File: src/rtl/wavhp_pkg.sv
// wavhp_pkg: shared types and constants for the wav header chunk parser
// tag words, byte positions of the fixed header, phase and status codes
// no dependencies
package wavhp_pkg;

   localparam logic [31:0] TAG_RIFF = 32'h5249_4646;
   localparam logic [31:0] TAG_WAVE = 32'h5741_5645;
   localparam logic [31:0] TAG_FMT  = 32'h666d_7420;
   localparam logic [31:0] TAG_DATA = 32'h6461_7461;

   // byte positions inside the fixed 36-byte header
   localparam logic [31:0] POS_RIFF_END   = 32'd3;
   localparam logic [31:0] POS_WAVE_END   = 32'd11;
   localparam logic [31:0] POS_FMT_END    = 32'd15;
   localparam logic [31:0] POS_FORMAT     = 32'd21;
   localparam logic [31:0] POS_CHANNELS   = 32'd23;
   localparam logic [31:0] POS_RATE       = 32'd27;
   localparam logic [31:0] POS_HEADER_END = 32'd35;

   // chunk header: 4 tag bytes then 4 size bytes
   localparam logic [2:0] CHUNK_TAG_BYTES = 3'd4;
   localparam logic [2:0] CHUNK_LAST      = 3'd7;

   typedef enum logic [3:0] {
      PH_HEADER = 4'b0001,
      PH_CHUNK  = 4'b0010,
      PH_SKIP   = 4'b0100,
      PH_LATCH  = 4'b1000
   } phase_type;

   typedef enum logic [2:0] {
      ST_BUSY  = 3'd0,
      ST_FOUND = 3'd1,
      ST_IDLE  = 3'd2,
      ST_SHORT = 3'd3,
      ST_RIFF  = 3'd4,
      ST_WAVE  = 3'd5,
      ST_FMT   = 3'd6
   } status_type;

   typedef struct packed {
      logic [7:0] file_byte;
      logic       is_final;
   } req_item_type;

   typedef struct packed {
      status_type  status;
      logic [15:0] format_code;
      logic [15:0] channel_count;
      logic [31:0] sample_hz;
      logic [15:0] sample_bits;
      logic [31:0] data_length;
      logic [31:0] data_offset;
   } rsp_item_type;

   // handshake between pipeline stages
   typedef struct packed {
      logic valid;
      logic ready;
   } stage_hs_type;

endpackage

File: src/rtl/wavhp_ifs.sv
// wavhp_req_if / wavhp_rsp_if: valid/ready channels of the wav header parser
// payload carried as plain fields; no dependencies
interface wavhp_req_if;
   logic       valid;
   logic       ready;
   logic [7:0] file_byte;
   logic       is_final;

   modport source(output valid, file_byte, is_final, input ready);
   modport sink(input valid, file_byte, is_final, output ready);
endinterface

interface wavhp_rsp_if;
   logic        valid;
   logic        ready;
   logic [2:0]  status;
   logic [15:0] format_code;
   logic [15:0] channel_count;
   logic [31:0] sample_hz;
   logic [15:0] sample_bits;
   logic [31:0] data_length;
   logic [31:0] data_offset;

   modport source(output valid, status, format_code, channel_count, sample_hz,
                  sample_bits, data_length, data_offset, input ready);
   modport sink(input valid, status, format_code, channel_count, sample_hz,
                sample_bits, data_length, data_offset, output ready);
endinterface

File: src/rtl/wavhp_in_stage.sv
// wavhp_in_stage: input register of the wav header parser
// depends on wavhp_pkg and wavhp_req_if
module wavhp_in_stage (
   input  logic                  clock,
   input  logic                  reset,
   wavhp_req_if.sink             req_chan,
   input  logic                  take,
   output wavhp_pkg::stage_hs_type hs,
   output wavhp_pkg::req_item_type item
);
   import wavhp_pkg::*;

   logic         valid_ff;
   logic         valid_in;
   req_item_type item_ff;
   req_item_type item_in;
   logic         load;

   // free when empty or when the held byte moves on this cycle
   assign hs.ready     = !valid_ff || take;
   assign hs.valid     = valid_ff;
   assign req_chan.ready = hs.ready;
   assign load         = req_chan.valid && hs.ready;

   always_comb begin
      valid_in = valid_ff;
      item_in  = item_ff;
      if (hs.ready) begin
         valid_in = req_chan.valid;
      end
      if (load) begin
         item_in.file_byte = req_chan.file_byte;
         item_in.is_final  = req_chan.is_final;
      end
   end

   always_ff @(posedge clock) begin
      if (reset) begin
         valid_ff <= 1'b0;
      end else begin
         valid_ff <= valid_in;
      end
      item_ff <= item_in;
   end

   assign item = item_ff;

endmodule

File: src/rtl/wavhp_parser.sv
// wavhp_parser: parse state and per-byte update of the wav header parser
// header tag checks, fmt field capture, chunk header walk and skip count
// depends on wavhp_pkg
module wavhp_parser (
   input  logic                    clock,
   input  logic                    reset,
   input  logic                    step,
   input  wavhp_pkg::req_item_type item,
   output wavhp_pkg::rsp_item_type result
);
   import wavhp_pkg::*;

   phase_type   phase_ff, phase_in;
   logic [31:0] pos_ff, pos_in;
   logic [31:0] skip_ff, skip_in;
   logic [31:0] tag_ff, tag_in;
   logic [31:0] size_ff, size_in;
   logic [2:0]  idx_ff, idx_in;
   logic [15:0] format_ff, format_in;
   logic [15:0] chans_ff, chans_in;
   logic [31:0] rate_ff, rate_in;
   logic [15:0] bits_ff, bits_in;
   status_type  fault_ff, fault_in;
   status_type  latched_ff, latched_in;
   logic [31:0] dsize_ff, dsize_in;
   logic [31:0] doff_ff, doff_in;

   logic [31:0] tag_nx;
   logic [31:0] size_nx;
   logic [31:0] skip_dec;
   status_type  status_nx;

   always_comb begin
      phase_in   = phase_ff;
      pos_in     = pos_ff;
      skip_in    = skip_ff;
      tag_in     = tag_ff;
      size_in    = size_ff;
      idx_in     = idx_ff;
      format_in  = format_ff;
      chans_in   = chans_ff;
      rate_in    = rate_ff;
      bits_in    = bits_ff;
      fault_in   = fault_ff;
      latched_in = latched_ff;
      dsize_in   = dsize_ff;
      doff_in    = doff_ff;
      status_nx  = ST_BUSY;
      skip_dec   = skip_ff - 32'd1;

      tag_nx = tag_ff;
      if (phase_ff == PH_HEADER || (phase_ff == PH_CHUNK && idx_ff < CHUNK_TAG_BYTES)) begin
         tag_nx = {tag_ff[23:0], item.file_byte};
      end
      // little-endian accumulator: newest byte enters at the top
      size_nx = {item.file_byte, size_ff[31:8]};

      case (phase_ff)
         PH_HEADER: begin
            if (pos_ff == POS_RIFF_END && tag_nx != TAG_RIFF && fault_in == ST_BUSY) begin
               fault_in = ST_RIFF;
            end
            if (pos_ff == POS_WAVE_END && tag_nx != TAG_WAVE && fault_in == ST_BUSY) begin
               fault_in = ST_WAVE;
            end
            if (pos_ff == POS_FMT_END && tag_nx != TAG_FMT && fault_in == ST_BUSY) begin
               fault_in = ST_FMT;
            end
            if (pos_ff == POS_FORMAT) begin
               format_in = size_nx[31:16];
            end
            if (pos_ff == POS_CHANNELS) begin
               chans_in = size_nx[31:16];
            end
            if (pos_ff == POS_RATE) begin
               rate_in = size_nx;
            end
            if (pos_ff >= POS_HEADER_END) begin
               bits_in = size_nx[31:16];
               if (fault_in != ST_BUSY) begin
                  status_nx = fault_in;
               end else if (item.is_final) begin
                  status_nx = ST_SHORT;
               end else begin
                  phase_in = PH_CHUNK;
                  idx_in   = '0;
               end
            end else if (item.is_final) begin
               status_nx = ST_SHORT;
            end
         end
         PH_CHUNK: begin
            if (idx_ff >= CHUNK_LAST) begin
               if (tag_nx == TAG_DATA) begin
                  dsize_in  = size_nx;
                  doff_in   = pos_ff + 32'd1;
                  status_nx = ST_FOUND;
               end else if (item.is_final) begin
                  status_nx = ST_SHORT;
               end else begin
                  idx_in = '0;
                  // zero size chunk goes straight to the next chunk header
                  if (size_nx != '0) begin
                     skip_in  = size_nx;
                     phase_in = PH_SKIP;
                  end
               end
            end else begin
               idx_in = idx_ff + 3'd1;
               if (item.is_final) begin
                  status_nx = ST_SHORT;
               end
            end
         end
         PH_SKIP: begin
            skip_in = skip_dec;
            if (item.is_final) begin
               status_nx = ST_SHORT;
            end else if (skip_dec == '0) begin
               phase_in = PH_CHUNK;
               idx_in   = '0;
            end
         end
         PH_LATCH: begin
            status_nx = (latched_ff == ST_FOUND) ? ST_IDLE : latched_ff;
         end
         default: begin
            status_nx = ST_BUSY;
         end
      endcase

      if (phase_ff != PH_LATCH) begin
         tag_in  = tag_nx;
         size_in = size_nx;
         pos_in  = pos_ff + 32'd1;
         if (status_nx != ST_BUSY) begin
            latched_in = status_nx;
            phase_in   = PH_LATCH;
         end
      end
   end

   always_ff @(posedge clock) begin
      if (reset) begin
         phase_ff   <= PH_HEADER;
         pos_ff     <= '0;
         skip_ff    <= '0;
         tag_ff     <= '0;
         size_ff    <= '0;
         idx_ff     <= '0;
         format_ff  <= '0;
         chans_ff   <= '0;
         rate_ff    <= '0;
         bits_ff    <= '0;
         fault_ff   <= ST_BUSY;
         latched_ff <= ST_BUSY;
         dsize_ff   <= '0;
         doff_ff    <= '0;
      end else if (step) begin
         phase_ff   <= phase_in;
         pos_ff     <= pos_in;
         skip_ff    <= skip_in;
         tag_ff     <= tag_in;
         size_ff    <= size_in;
         idx_ff     <= idx_in;
         format_ff  <= format_in;
         chans_ff   <= chans_in;
         rate_ff    <= rate_in;
         bits_ff    <= bits_in;
         fault_ff   <= fault_in;
         latched_ff <= latched_in;
         dsize_ff   <= dsize_in;
         doff_ff    <= doff_in;
      end
   end

   always_comb begin
      result.status        = status_nx;
      result.format_code   = format_in;
      result.channel_count = chans_in;
      result.sample_hz     = rate_in;
      result.sample_bits   = bits_in;
      result.data_length   = dsize_in;
      result.data_offset   = doff_in;
   end

   a_latch_holds: assert property (@(posedge clock) disable iff (reset)
      phase_ff == PH_LATCH |=> phase_ff == PH_LATCH)
      else $error("parser left the latched phase");

   a_latched_fields_stable: assert property (@(posedge clock) disable iff (reset)
      step && phase_ff == PH_LATCH |=> $stable(dsize_ff) && $stable(doff_ff) && $stable(rate_ff))
      else $error("captured fields changed after latch");

   a_skip_nonzero: assert property (@(posedge clock) disable iff (reset)
      phase_ff == PH_SKIP |-> skip_ff != '0)
      else $error("skip phase with nothing left to skip");

   a_header_bound: assert property (@(posedge clock) disable iff (reset)
      phase_ff == PH_HEADER |-> pos_ff <= POS_HEADER_END)
      else $error("header phase ran past the fixed header");

   a_found_latches: assert property (@(posedge clock) disable iff (reset)
      step && result.status == ST_FOUND |=> phase_ff == PH_LATCH && latched_ff == ST_FOUND)
      else $error("data found without latching");

endmodule

File: src/rtl/wavhp_out_stage.sv
// wavhp_out_stage: result register of the wav header parser
// depends on wavhp_pkg and wavhp_rsp_if
module wavhp_out_stage (
   input  logic                    clock,
   input  logic                    reset,
   input  logic                    load,
   input  wavhp_pkg::rsp_item_type result,
   output logic                    out_free,
   wavhp_rsp_if.source             rsp_chan
);
   import wavhp_pkg::*;

   logic         valid_ff;
   logic         valid_in;
   rsp_item_type item_ff;
   rsp_item_type item_in;

   // room when empty or when the held result transfers this cycle
   assign out_free = !valid_ff || rsp_chan.ready;

   always_comb begin
      valid_in = valid_ff;
      item_in  = item_ff;
      if (out_free) begin
         valid_in = load;
      end
      if (load) begin
         item_in = result;
      end
   end

   always_ff @(posedge clock) begin
      if (reset) begin
         valid_ff <= 1'b0;
      end else begin
         valid_ff <= valid_in;
      end
      item_ff <= item_in;
   end

   assign rsp_chan.valid         = valid_ff;
   assign rsp_chan.status        = item_ff.status;
   assign rsp_chan.format_code   = item_ff.format_code;
   assign rsp_chan.channel_count = item_ff.channel_count;
   assign rsp_chan.sample_hz     = item_ff.sample_hz;
   assign rsp_chan.sample_bits   = item_ff.sample_bits;
   assign rsp_chan.data_length   = item_ff.data_length;
   assign rsp_chan.data_offset   = item_ff.data_offset;

endmodule

File: src/rtl/wav_header_chunk_parser.sv
// WAV header and chunk parser. Takes one file byte per transfer on req_chan and
// returns one result per byte on rsp_chan: a status code plus the captured fmt
// fields, data chunk size and data start offset. The fixed 36-byte header is
// checked for RIFF, WAVE and "fmt " (first failure reported at the 36th byte),
// then 8-byte chunk headers are walked and non-data bodies skipped by their
// unsigned size. Errors and data-found latch until reset; later bytes return the
// error again, or idle after data found. Throughput is one byte per clock while
// neither side stalls. The transfer loads the input register, then the parse state
// update writes the byte's result into the result register, from which it is
// presented on rsp_chan. Either side may stall at any time.
// depends on wavhp_pkg, wavhp_ifs, wavhp_in_stage, wavhp_parser, wavhp_out_stage
module wav_header_chunk_parser (
   input  logic        clock,
   input  logic        reset,
   wavhp_req_if.sink   req_chan,
   wavhp_rsp_if.source rsp_chan
);
   import wavhp_pkg::*;

   stage_hs_type in_hs;
   req_item_type in_item;
   rsp_item_type result;
   logic         out_free;
   logic         step;

   assign step = in_hs.valid && out_free;

   wavhp_in_stage u_in_stage (
      .clock    (clock),
      .reset    (reset),
      .req_chan (req_chan),
      .take     (step),
      .hs       (in_hs),
      .item     (in_item)
   );

   wavhp_parser u_parser (
      .clock  (clock),
      .reset  (reset),
      .step   (step),
      .item   (in_item),
      .result (result)
   );

   wavhp_out_stage u_out_stage (
      .clock    (clock),
      .reset    (reset),
      .load     (step),
      .result   (result),
      .out_free (out_free),
      .rsp_chan (rsp_chan)
   );

endmodule

File: src/flat_wrapper.sv
// flat-port wrapper written by rule: the top's interface ports become plain ports
module wav_header_chunk_parser_flat import wavhp_pkg::*;
  (clock, reset, req_chan_valid, req_chan_file_byte, req_chan_is_final, req_chan_ready, rsp_chan_valid, rsp_chan_status, rsp_chan_format_code, rsp_chan_channel_count, rsp_chan_sample_hz, rsp_chan_sample_bits, rsp_chan_data_length, rsp_chan_data_offset, rsp_chan_ready);
  wavhp_req_if req_chan_i ();
  wavhp_rsp_if rsp_chan_i ();
  input  logic clock;
  input  logic reset;
  input wire logic [$bits(req_chan_i.valid)-1:0] req_chan_valid;
  input wire logic [$bits(req_chan_i.file_byte)-1:0] req_chan_file_byte;
  input wire logic [$bits(req_chan_i.is_final)-1:0] req_chan_is_final;
  output wire logic [$bits(req_chan_i.ready)-1:0] req_chan_ready;
  output wire logic [$bits(rsp_chan_i.valid)-1:0] rsp_chan_valid;
  output wire logic [$bits(rsp_chan_i.status)-1:0] rsp_chan_status;
  output wire logic [$bits(rsp_chan_i.format_code)-1:0] rsp_chan_format_code;
  output wire logic [$bits(rsp_chan_i.channel_count)-1:0] rsp_chan_channel_count;
  output wire logic [$bits(rsp_chan_i.sample_hz)-1:0] rsp_chan_sample_hz;
  output wire logic [$bits(rsp_chan_i.sample_bits)-1:0] rsp_chan_sample_bits;
  output wire logic [$bits(rsp_chan_i.data_length)-1:0] rsp_chan_data_length;
  output wire logic [$bits(rsp_chan_i.data_offset)-1:0] rsp_chan_data_offset;
  input wire logic [$bits(rsp_chan_i.ready)-1:0] rsp_chan_ready;
  assign req_chan_i.valid = req_chan_valid;
  assign req_chan_i.file_byte = req_chan_file_byte;
  assign req_chan_i.is_final = req_chan_is_final;
  assign req_chan_ready = req_chan_i.ready;
  assign rsp_chan_valid = rsp_chan_i.valid;
  assign rsp_chan_status = rsp_chan_i.status;
  assign rsp_chan_format_code = rsp_chan_i.format_code;
  assign rsp_chan_channel_count = rsp_chan_i.channel_count;
  assign rsp_chan_sample_hz = rsp_chan_i.sample_hz;
  assign rsp_chan_sample_bits = rsp_chan_i.sample_bits;
  assign rsp_chan_data_length = rsp_chan_i.data_length;
  assign rsp_chan_data_offset = rsp_chan_i.data_offset;
  assign rsp_chan_i.ready = rsp_chan_ready;
  wav_header_chunk_parser u_core (.clock(clock), .reset(reset), .req_chan(req_chan_i), .rsp_chan(rsp_chan_i));
endmodule
File: config.mk
export PLATFORM = sky130hd
export DESIGN_NAME = wav_header_chunk_parser_flat
export DESIGN_NICKNAME = d
export VERILOG_FILES = /design/src/rtl/wavhp_pkg.sv /design/src/rtl/wavhp_ifs.sv /design/src/rtl/wavhp_in_stage.sv /design/src/rtl/wavhp_parser.sv /design/src/rtl/wavhp_out_stage.sv /design/src/rtl/wav_header_chunk_parser.sv /design/src/flat_wrapper.sv
export SDC_FILE = /design/constraint.sdc
export NUM_CORES = 1
export LEC_CHECK = 0
export BUFFER_PORTS_ARGS = -buffer_cell sky130_fd_sc_hd__buf_2
export CAP_MARGIN = 20
export CELL_PAD_IN_SITES_DETAIL_PLACEMENT = 2
export CELL_PAD_IN_SITES_GLOBAL_PLACEMENT = 2
export CORE_MARGIN = 8
export CORE_UTILIZATION = 41
export DETAILED_ROUTE_END_ITERATION = 12
export HOLD_SLACK_MARGIN = 0.1
export PLACE_DENSITY_LB_ADDON = 0.1
export REMOVE_ABC_BUFFERS = 1
export SLEW_MARGIN = 15
export SYNTH_ARGS = -nofsm -noshare
export SYNTH_HDL_FRONTEND = slang
export SYNTH_SLANG_ARGS = --single-unit
export TNS_END_PERCENT = 10
File: constraint.sdc
create_clock -name clock -period 21.3 [get_ports clock]
set_clock_uncertainty 0.05 [all_clocks]
set_input_delay 3.195 -clock clock [delete_from_list [all_inputs] [get_ports clock]]
set_output_delay 3.195 -clock clock [all_outputs]
set_load 0.05 [all_outputs]
# --- Word level (Yosys, flattened, before mapping) ---
# Cells that the tools add are included.
totals:
  regBits: 443
  inputBits: 13
  elab_cells: 137
op_classes:
  addsub: 3
  order_cmp: 3
  eq_ne: 25
  mux: 53
  n_reduce_logical: 28
ops:
  columns: ["cell", "n"]
  rows:
  - ["32-bit 2-to-1 mux", 13]
  - ["32-bit by 5-bit equality test with 1-bit output (second input constant)", 3]
  - ["16-bit 2-to-1 mux", 6]
  - ["32-bit by 31-bit != test with 1-bit output (second input constant)", 3]
  - ["32-bit by 4-bit equality test with 1-bit output (second input constant)", 2]
  - ["32-bit case mux with 2 select lines", 1]
  - ["3-bit 2-to-1 mux", 18]
  - ["4-bit 2-to-1 mux", 11]
  - ["32-bit by 1-bit adder with 32-bit output (second input constant)", 1]
  - ["32-bit by 2-bit equality test with 1-bit output (second input constant)", 1]
  - ["32-bit by 31-bit equality test with 1-bit output (second input constant)", 1]
  - ["32-bit by 6-bit >= comparator with 1-bit output (second input constant)", 1]
  - ["32-bit logical NOT", 1]
  - ["32-bit nonzero test", 1]
  - ["32-bit by 1-bit subtractor with 32-bit output (second input constant)", 1]
  - ["3-bit case mux with 4 select lines", 1]
  - ["4-bit case mux with 3 select lines", 1]
  - ["2-bit != test (second input constant)", 5]
  - ["1-bit logical AND", 9]
  - ["3-bit logical NOT", 3]
  - ["3-bit case mux with 3 select lines", 1]
  - ["3-bit nonzero test", 3]
  - ["7-bit AND reduction", 1]
  - ["2-bit by 1-bit != test with 1-bit output (second input constant)", 3]
  - ["other kinds (17)", 21]

# --- Logic depth before layout (Yosys ltp) ---
# Gate-level depths: netlist (run 1).
depth:
  ltp_word: 24
  mapped_depth: 12
  depth_no_buf: 10

# --- Hierarchy ---
# Synthesis (run 1) repeated with hierarchy kept, for this count alone.
unflattened:
  cells_unflattened: 2103
  area_unflattened_um2: 19047.0
modules_own_cells:
  columns: ["mod", "instances", "cells_per_inst", "area_each_um2", "seq_area_each_um2"]
  rows:
  - ["wavhp_parser", 1, 1935, 14239.9, 5545.3]
  - ["wavhp_out_stage", 1, 151, 4460.5, 4434.3]
  - ["wavhp_in_stage", 1, 16, 340.3, 290.3]
  - ["wav_header_chunk_parser", 1, 1, 6.3, 0.0]

# --- Worst setup path after synthesis (run 1) ---
# No wires, ideal clock.
synth_path:
  path_kind: "input -> register"
  from: "input rsp_chan_ready"
  to: "register u_core.u_out_stage.item_ff (netlist bit u_core.u_out_stage.rsp_chan.channel_count[0]), enable pin"
  t_arrival_ns: 8.271
  required_time_ns: 20.682
  slack_ns: 12.410
  path_stages: 6
  n_path_buf: 3
  path_cell_list: "nor2b_1 nand2b_1 inv_1 clkbuf_1 clkbuf_1 clkbuf_1"
synth_between:
  elab_chain_cells: 2
synth_lines:
  columns: ["item", "line_no", "text"]
  rows:
  - ["from (decl)", "flat_wrapper.sv:20", "input wire logic [$bits(rsp_chan_i.ready)-1:0] rsp_chan_ready;"]
  - ["1-bit logical OR", "wavhp_out_stage.sv:19", "assign out_free = !valid_ff || rsp_chan.ready;"]
  - ["1-bit logical AND", "wav_header_chunk_parser.sv:26", "assign step = in_hs.valid && out_free;"]
  - ["via u_core.step", "wav_header_chunk_parser.sv:24", "logic step;"]
  - ["to (signal assigned)", "wavhp_out_stage.sv:38", "item_ff <= item_in;"]
  - ["to (decl)", "wavhp_out_stage.sv:15", "rsp_item_type item_ff;"]
# The timed path passes the listed nets, and every way through them passes these cells.
# A chain may end at the register's enable or synchronous reset.

# --- Final worst setup path (run 1) ---
layout_path:
  from: "input rsp_chan_ready"
  to: "output req_chan_ready"
layout_between:
  elab_chain_cells: 3
layout_lines:
  columns: ["item", "line_no", "text"]
  rows:
  - ["1-bit logical OR", "wavhp_out_stage.sv:19", null]
  - ["1-bit logical AND", "wav_header_chunk_parser.sv:26", null]
  - ["1-bit logical OR", "wavhp_in_stage.sv:20", "assign hs.ready = !valid_ff || take;"]
  - ["to (decl)", "flat_wrapper.sv:11", "output wire logic [$bits(req_chan_i.ready)-1:0] req_chan_ready;"]
# No other way between the ends.

==> results of run 1 <==
==> final timing paths <==
check / startpoint / to / slack (ns) / cells past startpoint
max: rsp_chan_ready / req_chan_ready / 14.19 / 4
min: u_core.u_parser.tag_ff[30] / u_core.u_parser.tag_ff[30] / 0.40 / 2
max reg2reg: u_core.u_in_stage.item[8] / u_core.u_parser.doff_ff[28] / 17.33 / 8
min reg2reg: u_core.u_parser.tag_ff[30] / u_core.u_parser.tag_ff[30] / 0.40 / 2
==> critical path, cell delays in order <==
cell	delay, ns
sky130_fd_sc_hd__buf_2	0.09
sky130_fd_sc_hd__nor2b_1	0.24
sky130_fd_sc_hd__nand2_1	0.11
sky130_fd_sc_hd__buf_2	0.22
==> placed cells by master, fill, tap and decap left out, types with 6 or more instances in the layout <==
master	Yosys	routed
sky130_fd_sc_hd__nor4b_1	16	15
sky130_fd_sc_hd__and3_1	9	8
sky130_fd_sc_hd__clkbuf_8	0	7
sky130_fd_sc_hd__nand4_1	29	29
sky130_fd_sc_hd__edfxtp_1	156	156
sky130_fd_sc_hd__mux2_1	13	13
sky130_fd_sc_hd__xnor2_1	18	18
sky130_fd_sc_hd__clkbuf_1	122	8
sky130_fd_sc_hd__nor2b_1	8	8
sky130_fd_sc_hd__nand2b_1	10	9
sky130_fd_sc_hd__clkinv_2	0	8
sky130_fd_sc_hd__ha_1	6	6
sky130_fd_sc_hd__or3_1	21	21
sky130_fd_sc_hd__dfxtp_1	279	279
sky130_fd_sc_hd__and2_1	13	13
sky130_fd_sc_hd__and4_1	6	6
sky130_fd_sc_hd__clkinv_1	1	7
sky130_fd_sc_hd__nand3_1	27	27
sky130_fd_sc_hd__nand2_1	328	328
sky130_fd_sc_hd__inv_1	16	15
sky130_fd_sc_hd__o31ai_1	10	9
sky130_fd_sc_hd__mux2_2	100	100
sky130_fd_sc_hd__nor2_1	296	295
sky130_fd_sc_hd__a211oi_1	13	13
sky130_fd_sc_hd__a31oi_1	6	6
sky130_fd_sc_hd__buf_4	0	16
sky130_fd_sc_hd__nor3_1	104	104
sky130_fd_sc_hd__xor2_1	37	37
sky130_fd_sc_hd__a22oi_1	10	10
sky130_fd_sc_hd__buf_2	21	160
sky130_fd_sc_hd__clkbuf_16	0	49
sky130_fd_sc_hd__a21oi_1	210	210
sky130_fd_sc_hd__nor4_1	25	25
sky130_fd_sc_hd__o21ai_0	52	51
==> flip-flops by register name, indices dropped and copies added (netlist names), 24 cells and up <==
name                                     count
u_core.u_out_stage.rsp_chan.data_length     32
u_core.u_out_stage.rsp_chan.data_offset     32
u_core.u_out_stage.rsp_chan.sample_hz       32
u_core.u_parser.doff_ff                     32
u_core.u_parser.dsize_ff                    32
u_core.u_parser.pos_ff                      32
u_core.u_parser.rate_ff                     32
u_core.u_parser.skip_ff                     32
u_core.u_parser.tag_ff                      32
u_core.u_parser.size_ff                     24
==> logic make-up after synthesis <==
family                     Yosys count  share of synthesized area
buffers and inverters              172                     0.0358
xor gates and xnor gates            55                     0.0251
AOI/OAI and AO/OA                  349                      0.106
and+or+nand+nor                    937                      0.227
muxes                              115                     0.0673
DFF                                435                      0.535
adders and majority gates            6                    0.00391
==> metal layers <==
metal	vias to the layer above	track usage	wire length (um)
met5	-	0	13
met4	2	0.0795	1630
met3	102	0.0331	2390
met2	292	0.389	30600
met1	8077	0.286	27700
li1	7405	-	-
==> stage by stage <==
step / hold slack (ns) / cells / util / setup slack, ns
6_report: 0.402 / 2792 / 0.475 / 14.19
5_1_grt: 0.425 / 2792 / 0.475 / 14.15
4_1_cts: 0.406 / 2790 / 0.474 / 14.18
3_5_place_dp: 0.397 / 2701 / 0.439 / 14.19
3_3_place_gp: 0.389 / 2699 / 0.439 / 14.24
2_1_floorplan: 0.375 / 1914 / - / 6.01
==> cell type report <==
class,count,area share
clock inverter,26,0.0122
inverter,17,0.00324
timing repair buffer,182,0.0462
clock buffer,63,0.0609
multi-input combinational,1462,0.376
sequential,435,0.467
tap,607,0.0345
==> synthesized netlist by cell type (5+ instances only) <==
library cell               count
sky130_fd_sc_hd__nand2_1     328
sky130_fd_sc_hd__nor2_1      296
sky130_fd_sc_hd__dfxtp_1     279
sky130_fd_sc_hd__a21oi_1     210
sky130_fd_sc_hd__edfxtp_1    156
sky130_fd_sc_hd__clkbuf_1    122
sky130_fd_sc_hd__nor3_1      104
sky130_fd_sc_hd__mux2_2      100
sky130_fd_sc_hd__o21ai_0      52
sky130_fd_sc_hd__xor2_1       37
sky130_fd_sc_hd__nand4_1      29
sky130_fd_sc_hd__nand3_1      27
sky130_fd_sc_hd__nor4_1       25
sky130_fd_sc_hd__buf_2        21
sky130_fd_sc_hd__or3_1        21
sky130_fd_sc_hd__xnor2_1      18
sky130_fd_sc_hd__inv_1        16
sky130_fd_sc_hd__nor4b_1      16
sky130_fd_sc_hd__a211oi_1     13
sky130_fd_sc_hd__and2_1       13
sky130_fd_sc_hd__mux2_1       13
sky130_fd_sc_hd__a22oi_1      10
sky130_fd_sc_hd__buf_1        10
sky130_fd_sc_hd__nand2b_1     10
sky130_fd_sc_hd__o31ai_1      10
sky130_fd_sc_hd__and3_1        9
sky130_fd_sc_hd__nor2b_1       8
sky130_fd_sc_hd__a31oi_1       6
sky130_fd_sc_hd__and4_1        6
sky130_fd_sc_hd__ha_1          6
sky130_fd_sc_hd__nor3b_1       5
==> power by group <==
| group | switching [uW] | total (uW) | leakage, uW | internal (uW) |
|---|---|---|---|---|
| Combinational | 122 | 160 | 0.00339 | 37.6 |
| Sequential | 22.0 | 915 | 0.00370 | 892 |
| Clock | 354 | 858 | 0.000782 | 504 |
==> results.txt, run 1 <==
The via count of the first global-routing pass was 17372. The remaining max-slew budget at the tightest pin came out at 0.311. The flow ran to the end, and the final reports show no timing, DRC or antenna violations. The wire length of the first global-routing pass came out at 97400 um. The total via count after detailed routing is 15878. In the final design database the tool counted 2165 nets. Timing would allow up to 141 MHz. In the routed layout, each cell is associated on average with a via count of 5.69.

STA classifies the critical path endpoint as an output pin. The core box area came out at 0.0464 sq mm. The summed instance area of the synthesized netlist came out at 0.0192 sq mm. The number of instances in the synthesized netlist is 2069.

Among all flip-flop cells after synthesis, the most frequent one is sky130_fd_sc_hd__dfxtp_1. The critical path start-end classification is input pin to output pin. The final weighted congestion in routability-driven placement is 0.855.

The mean instance size in the synthesized netlist is 9.28 sq um. The final wirelength came out at 62300 um. The number of clock buffers added by TritonCTS is 48.

For the pin with the worst max-slew slack, the measured transition is 1.03 ns. The power density over the cells came out at 87.8 mW/mm^2. The worst min-delay path category is register to register. The remaining global-route overflow is 0. The initial antenna violation count is 1.

The maximum number of pins on one net before global-route repair is 165. The largest fanout on the critical path came out at 4. The first TritonRoute pass finished after 5 iterations.

After detailed placement, the total cell area comes to 0.0203 sq mm. The detail-routed net length per standard cell is 22.3 um. The clock sink count came out at 435.

The final instance area is 0.0220 sq mm. The die outline height came out at 232 um. The final worst-path cycle share is 0.334. The top-area cell type share of the netlist area is 0.291.

The detail route stage leaves a number of antenna-violating nets equal to 0. The first-iteration detailed-routing DRC count came out at 744. The total die area is 0.0540 sq mm.

The hold violation total from the final report was 0. The clock latency on the worst-skew pair came out at 0.59 ns. The clock transition at the registers of the reported paths came out at 0.06 ns. The post-CTS repair timing setup buffer count came out at 0. In this run the tool buffered the top-level ports with 161 buffer cells. The detailed placer's ending HPWL came out at 39500 um. Hold repair after CTS inserted 0 buffers. The peak supply drop came out at 68.8 uV. The post-detailed-route DRC marker count is 0.

The number of ports placed on the die boundary is 162. In the final layout, the multi-input gates occupy 0.00828 sq mm. The post-route minimum period came out at 7.11 ns.

The share of layout cells above drive strength 1 is 0.180. The number of diodes is 0. The buffer cell driving the clock tree root is sky130_fd_sc_hd__clkbuf_16. The biggest area contributor in the post-synthesis netlist is sky130_fd_sc_hd__dfxtp_1.

STA puts the critical path data required time at 18.06 ns. The count of state elements after synthesis is 435. The total power came out at 1930 uW.

The global routing usage summed across all routing layers came out at 0.226. The H-tree depth came out at 2. Setup violations remaining at the end of the flow were counted as 0. The horizontal extent of the die is 232 um.

Compared with the post-synthesis result, the final layout area differs by 14.6%. Summed over all failing endpoints, the final setup total negative slack is 0 ns. TritonCTS built the clock tree. The count of cell types in the netlist came out at 83. The static power due to leakage came out at 0.00787 uW.

The fill cell instance count of the final layout came out at 4932. Yosys mapped a number of flops with a built-in enable equal to 156. The effective utilization at floorplan came out at 0.414.

The arrival time of data at the critical path endpoint came out at 3.86 ns. The worst setup path is launched from an input pin. For this run, the number of Yosys warnings is 0. Of the synthesized area, sequential elements account for 0.535. In the post-synthesis netlist, the biggest area contributors are sky130_fd_sc_hd__dfxtp_1 (29%), sky130_fd_sc_hd__edfxtp_1 (24%), sky130_fd_sc_hd__nand2_1 (6.4%), sky130_fd_sc_hd__mux2_2 (5.9%), sky130_fd_sc_hd__nor2_1 (5.8%). The number of maximum-capacitance constraint violations came out at 0. Setup repair after global routing left no endpoint under its margin. The initialized floorplan defines 79 standard-cell rows.

The share of async-settable or async-resettable flops after synthesis is 0. In this run the deepest clock path goes through 3 buffers. The number of gates resized after CTS was 0. The total count of max-transition violations in the final report is 0. The combined flip-flop and latch cell area is 0.0103 sq mm.
Power figures use the tool's default switching activity.
==> run 2, diff against run 1 <==
- CORE_UTILIZATION: 41 -> 38
- clock period: 21.3 -> 6.55 ns (I/O delays scaled with it)
==> results.txt, run 2 (same netlist as run 1, synthesis figures left out) <==
For this run, the total global-route usage over all layers was measured as 0.212. The via count of the first global-routing pass is 17072. The count of input and output buffers is 161. The share of layout cells above drive strength 1 is 0.179. The signal on the critical path passes through nor4b_1, nand4_1, mux2i_1, and4_4, buf_4, mux2_2, nand2_1, a21oi_1. The run finished with clean final reports. The area growth from synthesis to layout is 14.8%. The number of maximum-capacitance constraint violations came out at 0. The number of hold-repair buffers added at the cts stage is 0. The cell with the largest stage delay on the worst path is sky130_fd_sc_hd__and4_4. The post-CTS repair timing setup buffer count came out at 0. The number of buffers between clock root and the deepest sink is 3. STA classifies the critical path startpoint as a register. The standard-cell row count came out at 82.

After detailed routing, the number of vias per cell comes to 5.51. The clock sink count is 435. The largest fanout on the critical path came out at 50. The floorplan step defined a die boundary enclosing 0.0580 sq mm. The arrival time of data at the critical path endpoint came out at 4.34 ns. The congestion estimate from routability-driven global placement came to 0.827. Clock-pin slew was measured on the worst setup and hold paths at 0.06 ns.

Registers take 0.0103 sq mm. The portion of total power attributed to sequential cells is 0.482. The non-filler instance count after layout came out at 2858.

The post-route antenna net violation count came out at 0. The initial antenna violation count came out at 0. STA classifies the critical path endpoint as a register. The hold violation total from the final report is 0. The post-route minimum period came out at 3.98 ns. The maximum number of pins on one net before global-route repair is 164.

The total count of max-transition violations in the final report is 0. The remaining max-slew budget at the tightest pin came out at 0.338. By startpoint and endpoint, the worst setup path is classified as register to register.

Summing over every cut layer, the via total after detailed routing is 15753. The static power due to leakage came out at 0.00785 uW. The switching fraction of total power came out at 0.256. On the worst path, the slowest cell contributes a delay of 0.83 ns. The transition time of the tightest slew-check pin is 0.993 ns. For the worst-skew pair, the clock arrives at the later sink with an insertion delay of 0.59 ns. The wire length of the first global-routing pass came out at 98000 um. The number of ports placed on the die boundary came out at 162. The final wirelength is 62200 um. The switching power is 1580 uW.

TritonCTS built the clock tree. For this run, design rule violations remaining after detail routing come to 0. Cell internal power was estimated by the tool at 4590 uW. The remaining global-route overflow is 0. The die outline height came out at 241 um. The H-tree depth came out at 2.

The proportion of power drawn by combinational gates came out at 0.084. The finished cells cover 0.0220 sq mm. The total of endpoints with negative setup slack in the final report is 0.

The buffer cell driving the clock tree root is sky130_fd_sc_hd__clkbuf_16. The horizontal extent of the die came out at 241 um. The maximum frequency from static timing analysis is 252 MHz. The power density over the cells is 280 mW/mm^2. The repair_antennas step left the layout with diodes totalling 0. The worst hold path belongs to the class register to register. In the final routed layout, each cell accounts on average for 21.8 um. Summing all multi-input logic gate instances after layout gives 0.00828 sq mm. The peak supply drop came out at 169 uV. The detailed-routing iteration count for the pre-antenna-repair pass came out at 4. The effective utilization at floorplan is 0.384. Setup repair after global routing left no endpoint under its margin. The first-iteration detailed-routing DRC count is 866. Once the clock tree was built, the resizer swapped 0 gates to a different size. The instance area at placement came out at 0.0204 sq mm. The clock share of power came out at 0.434. The fill cell instance count of the final layout is 5389. The detailed placer's ending HPWL is 39900 um. The worst path required time came out at 6.92 ns. The most frequent standard cell in the layout excluding fill and tap cells is sky130_fd_sc_hd__nand2_1.

At the end of the flow, the number of nets in the layout was 2165. Including well taps, the total number of placed cells is 2765. The core box area came out at 0.0500 sq mm. The library cells used most frequently in the layout, excluding fill and tap cells, are sky130_fd_sc_hd__nand2_1 (328), sky130_fd_sc_hd__nor2_1 (295), sky130_fd_sc_hd__dfxtp_1 (279).

The total power came out at 6170 uW. In this run, CTS created clock tree buffers numbering 49. The final worst-path cycle share came out at 0.607.
==> run 2: per-stage QoR <==
step                hold WS [ns]  setup TNS [ns]  worst slack [ns]   util
finish                     0.408               0              2.57  0.441
CTS                        0.412               0              2.55  0.440
detailed placement         0.404               0              2.60  0.409
global route               0.432               0              2.31  0.441
floorplan                  0.375        -1784.38             -6.52      -
global placement           0.389               0              2.71  0.409
==> run 2: worst paths after layout <==
check | start | to | slack (ns) | cells past startpoint
worst max-delay path | u_core.u_in_stage.item[7] | u_core.u_parser.dsize_ff[1] | 2.57 | 8
worst max register to register | u_core.u_in_stage.item[7] | u_core.u_parser.dsize_ff[1] | 2.57 | 8
worst min-delay path | u_core.u_parser.tag_ff[30] | u_core.u_parser.tag_ff[30] | 0.41 | 2
worst min register to register | u_core.u_parser.tag_ff[30] | u_core.u_parser.tag_ff[30] | 0.41 | 2
==> run 2: final cells by class <==
class | instances | area share
Clock buffer | 75 | 0.0661
Clock inverter | 16 | 0.00500
Inverter | 17 | 0.00324
Multi-Input combinational cell | 1462 | 0.376
Sequential cell | 435 | 0.466
Tap cell | 672 | 0.0382
Timing Repair Buffer | 181 | 0.0453
==> run 2: critical path: cells and delay by family, from the launching register on <==
family                 cells  cell delay, ns
buffers and inverters      1            0.62
DFF                        1            0.67
muxes                      2            0.85
AOI/OAI and AO/OA          1            0.09
and+or+nand+nor            4            1.49
==> run 2: per-layer routing <==
| layer | routed length (um) | GRT usage |
|---|---|---|
| met1 | 28200 | 0.274 |
| met2 | 30400 | 0.365 |
| met3 | 2570 | 0.0392 |
| met4 | 1030 | 0.0482 |
| met5 | 0 | 0 |
==> run 2: power by group through the flow <==
stage / Combinational (uW) / Clock (uW) / Sequential, uW
CTS: 527 / 2760 / 2980
global route: 559 / 2870 / 2980
finish: 518 / 2680 / 2980
floorplan: 194 / 0 / 3180
global placement: 505 / 0 / 3030
detailed placement: 523 / 0 / 3030
==> run 3, diff against run 2 <==
- clock period: 6.55 -> 3.66 ns (I/O delays scaled with it)
==> results.txt, run 3 (same netlist as run 1, synthesis figures left out) <==
The run finished with clean final reports. Routability-driven placement finished with a final weighted congestion of 0.882. For this block, the initial DRC count from the detailed router was 830.

The startpoint identified for the worst hold timing path is req_chan_valid. The sequential cells in the finished layout cover a total of 0.0103 sq mm. Of the total power, registers draw 0.469. After detailed routing, the number of vias per cell comes to 5.46. The detail-routed net length per standard cell is 21.9 um. For this run, the total global-route usage over all layers was measured as 0.213.

The transition time of the tightest slew-check pin came out at 0.947 ns. The static power due to leakage is 0.00806 uW. The total die area came out at 0.0580 sq mm. The largest fanout on the critical path came out at 9.

In the global route stage, met2 resource usage came out at 0.370. The busiest metal layer after global routing is met2. Setup violations remaining at the end of the flow were counted as 0.

The worst setup path is captured at a register. The number of maximum-capacitance constraint violations is 0. Of the cells placed in the final design, the portion with a size suffix greater than 1 is 0.187. The worst hold margin is 0.147 ns. The fill cell instance count of the final layout is 5425. For this run, global-route usage on met3 was measured as 0.0315. The net count of the finished layout came out at 2199. Wires add up to 63300 um. For the worst setup path, the data arrival time is 3.66 ns. The clock share of power came out at 0.445.

The via count of the first global-routing pass came out at 17310. In this run the critical register-to-register path is launched from u_core.u_parser.skip_ff[0]. The effective utilization at floorplan came out at 0.384. The maximum frequency from static timing analysis is 309 MHz.

The clock transition at the registers of the reported paths came out at 0.06 ns. The post-CTS repair timing setup buffer count came out at 0. The number of antenna diodes in the final layout is 0. The post-route minimum period came out at 3.24 ns. Of the total power, the share spent switching nets is 0.256. In this run the remaining antenna-violating nets after routing total 0. The CTS tree is built. The remaining max-slew budget at the tightest pin came out at 0.368. The cell sitting at the root of the clock tree is a sky130_fd_sc_hd__clkbuf_16. The hold violation total from the final report came to 0.

The cell-internal power is 8410 uW. The clock latency on the worst-skew pair came out at 0.59 ns. The standard-cell row count is 82. The number of ports placed on the die boundary is 162. The worst path required time is 4.08 ns. Tracing the worst setup path back leads to its startpoint at u_core.u_parser.skip_ff[0]. The area of the multi-input gates came out at 0.00827 sq mm. The proportion of power drawn by combinational gates is 0.085. The number of buffers created by CTS came out at 49. The core box area is 0.0500 sq mm. The worst setup path is launched from a register. The number of buffers between clock root and the deepest sink came out at 3.

In the layout the commonest cells are sky130_fd_sc_hd__nand2_1 (328), sky130_fd_sc_hd__nor2_1 (295), sky130_fd_sc_hd__dfxtp_1 (279). The setup TNS is 0 ns. The die outline height is 241 um. The routed layout has 15804 vias. In this run the number of H-tree levels came out at 2. After detailed routing, the number of remaining DRC violations is 0. The remaining global-route overflow is 0. The total count of max-transition violations in the final report is 0.

The maximum number of pins on one net before global-route repair is 165. The worst min-delay path category is input pin to register. The count of input and output buffers is 161.

The final worst-path cycle share came out at 0.884. The library cell used most frequently in the layout, excluding fill and tap cells, is sky130_fd_sc_hd__nand2_1. In the global route stage, met1 resource usage came out at 0.278. The worst setup path is of the register to register kind. VDD sags by at most 285 uV. The area added between synthesis and finish is 16.7%. The detailed-routing iteration count for the pre-antenna-repair pass is 5. The switching power came out at 2900 uW.

The initial antenna violation count is 0. The power density over the cells came out at 505 mW/mm^2. The wire length of the first global-routing pass is 98700 um. Measured along the x axis, the die boundary spans 241 um.

The clock sink count came out at 435. The detailed placer's ending HPWL came out at 41700 um. Setup repair after global routing left no endpoint under its margin.
[run 3: cell count changes in the layout (fill, tap and decap cells not counted), sizes merged]
cell / previous run / this run
bufinv: 1 / 6
buf: 180 / 205
clkinvlp: 2 / 0
dlygate4sd3: 0 / 9
clkinv: 13 / 27
clkbuf: 76 / 60
inv: 17 / 16
[run 3: path summary, 6_finish.rpt]
check	endpoint	slack, ns	cells past startpoint
setup reg to reg	u_core.u_parser.idx_ff[1]	0.42	10
setup / recovery	u_core.u_parser.idx_ff[1]	0.42	10
hold reg to reg	u_core.u_parser.dsize_ff[6]	0.41	2
hold / removal	u_core.u_in_stage.valid_ff	0.15	3
[run 3: power by group through the flow]
stage | registers, uW | clock network, uW | logic [uW]
floorplan | 5690 | 0 | 348
global placement | 5400 | 0 | 936
detailed placement | 5410 | 0 | 967
CTS | 5310 | 5180 | 981
global route | 5330 | 5350 | 1040
finish | 5310 | 5040 | 965
[run 3: cell type report]
class / count / share of cell area
clock buffers: 59 / 0.0587
flip-flops and latches: 435 / 0.458
well taps: 672 / 0.0375
repair buffers: 215 / 0.0588
clock inverters: 32 / 0.0141
inverters: 17 / 0.00318
multi-input cells: 1462 / 0.369
[run 3: timing repair]
action,in CTS,in global routing
hold buffers,9,0
hold endpoints to repair,9,0
resized for setup,0,0
setup endpoints to repair,0,0
[run 3: worst max-delay path, cell delays in order, from the launching register on]
cell and delay (ns):
sky130_fd_sc_hd__dfxtp_1 0.40, sky130_fd_sc_hd__inv_1 0.16, sky130_fd_sc_hd__ha_1 0.36, sky130_fd_sc_hd__nor3b_2 0.29, sky130_fd_sc_hd__nand4_2 0.20, sky130_fd_sc_hd__or4b_1 0.52
sky130_fd_sc_hd__o31a_2 0.14, sky130_fd_sc_hd__nor4_4 0.22, sky130_fd_sc_hd__nand4_2 0.16, sky130_fd_sc_hd__a211o_1 0.37, sky130_fd_sc_hd__a32o_2 0.28
[run 3: through the flow]
step / total power (uW) / setup WS (ns) / cells / util / area [sq um]
finish: 11300 / 0.424 / 2892 / 0.448 / 22400
global route: 11700 / 0.159 / 2892 / 0.448 / 22400
CTS: 11500 / 0.424 / 2892 / 0.448 / 22400
detailed placement: 6380 / 0.419 / 2792 / 0.414 / 20700
global placement: 6340 / 0.506 / 2792 / 0.414 / 20700
floorplan: 6030 / -9.07 / 1914 / - / 18600
[run 3: routing by layer]
metal / vias to the layer above / wire length (um)
li1: 7452 / -
met1: 8062 / 29100
met2: 221 / 31000
met3: 69 / 2190
met4: 0 / 1010
met5: - / 0
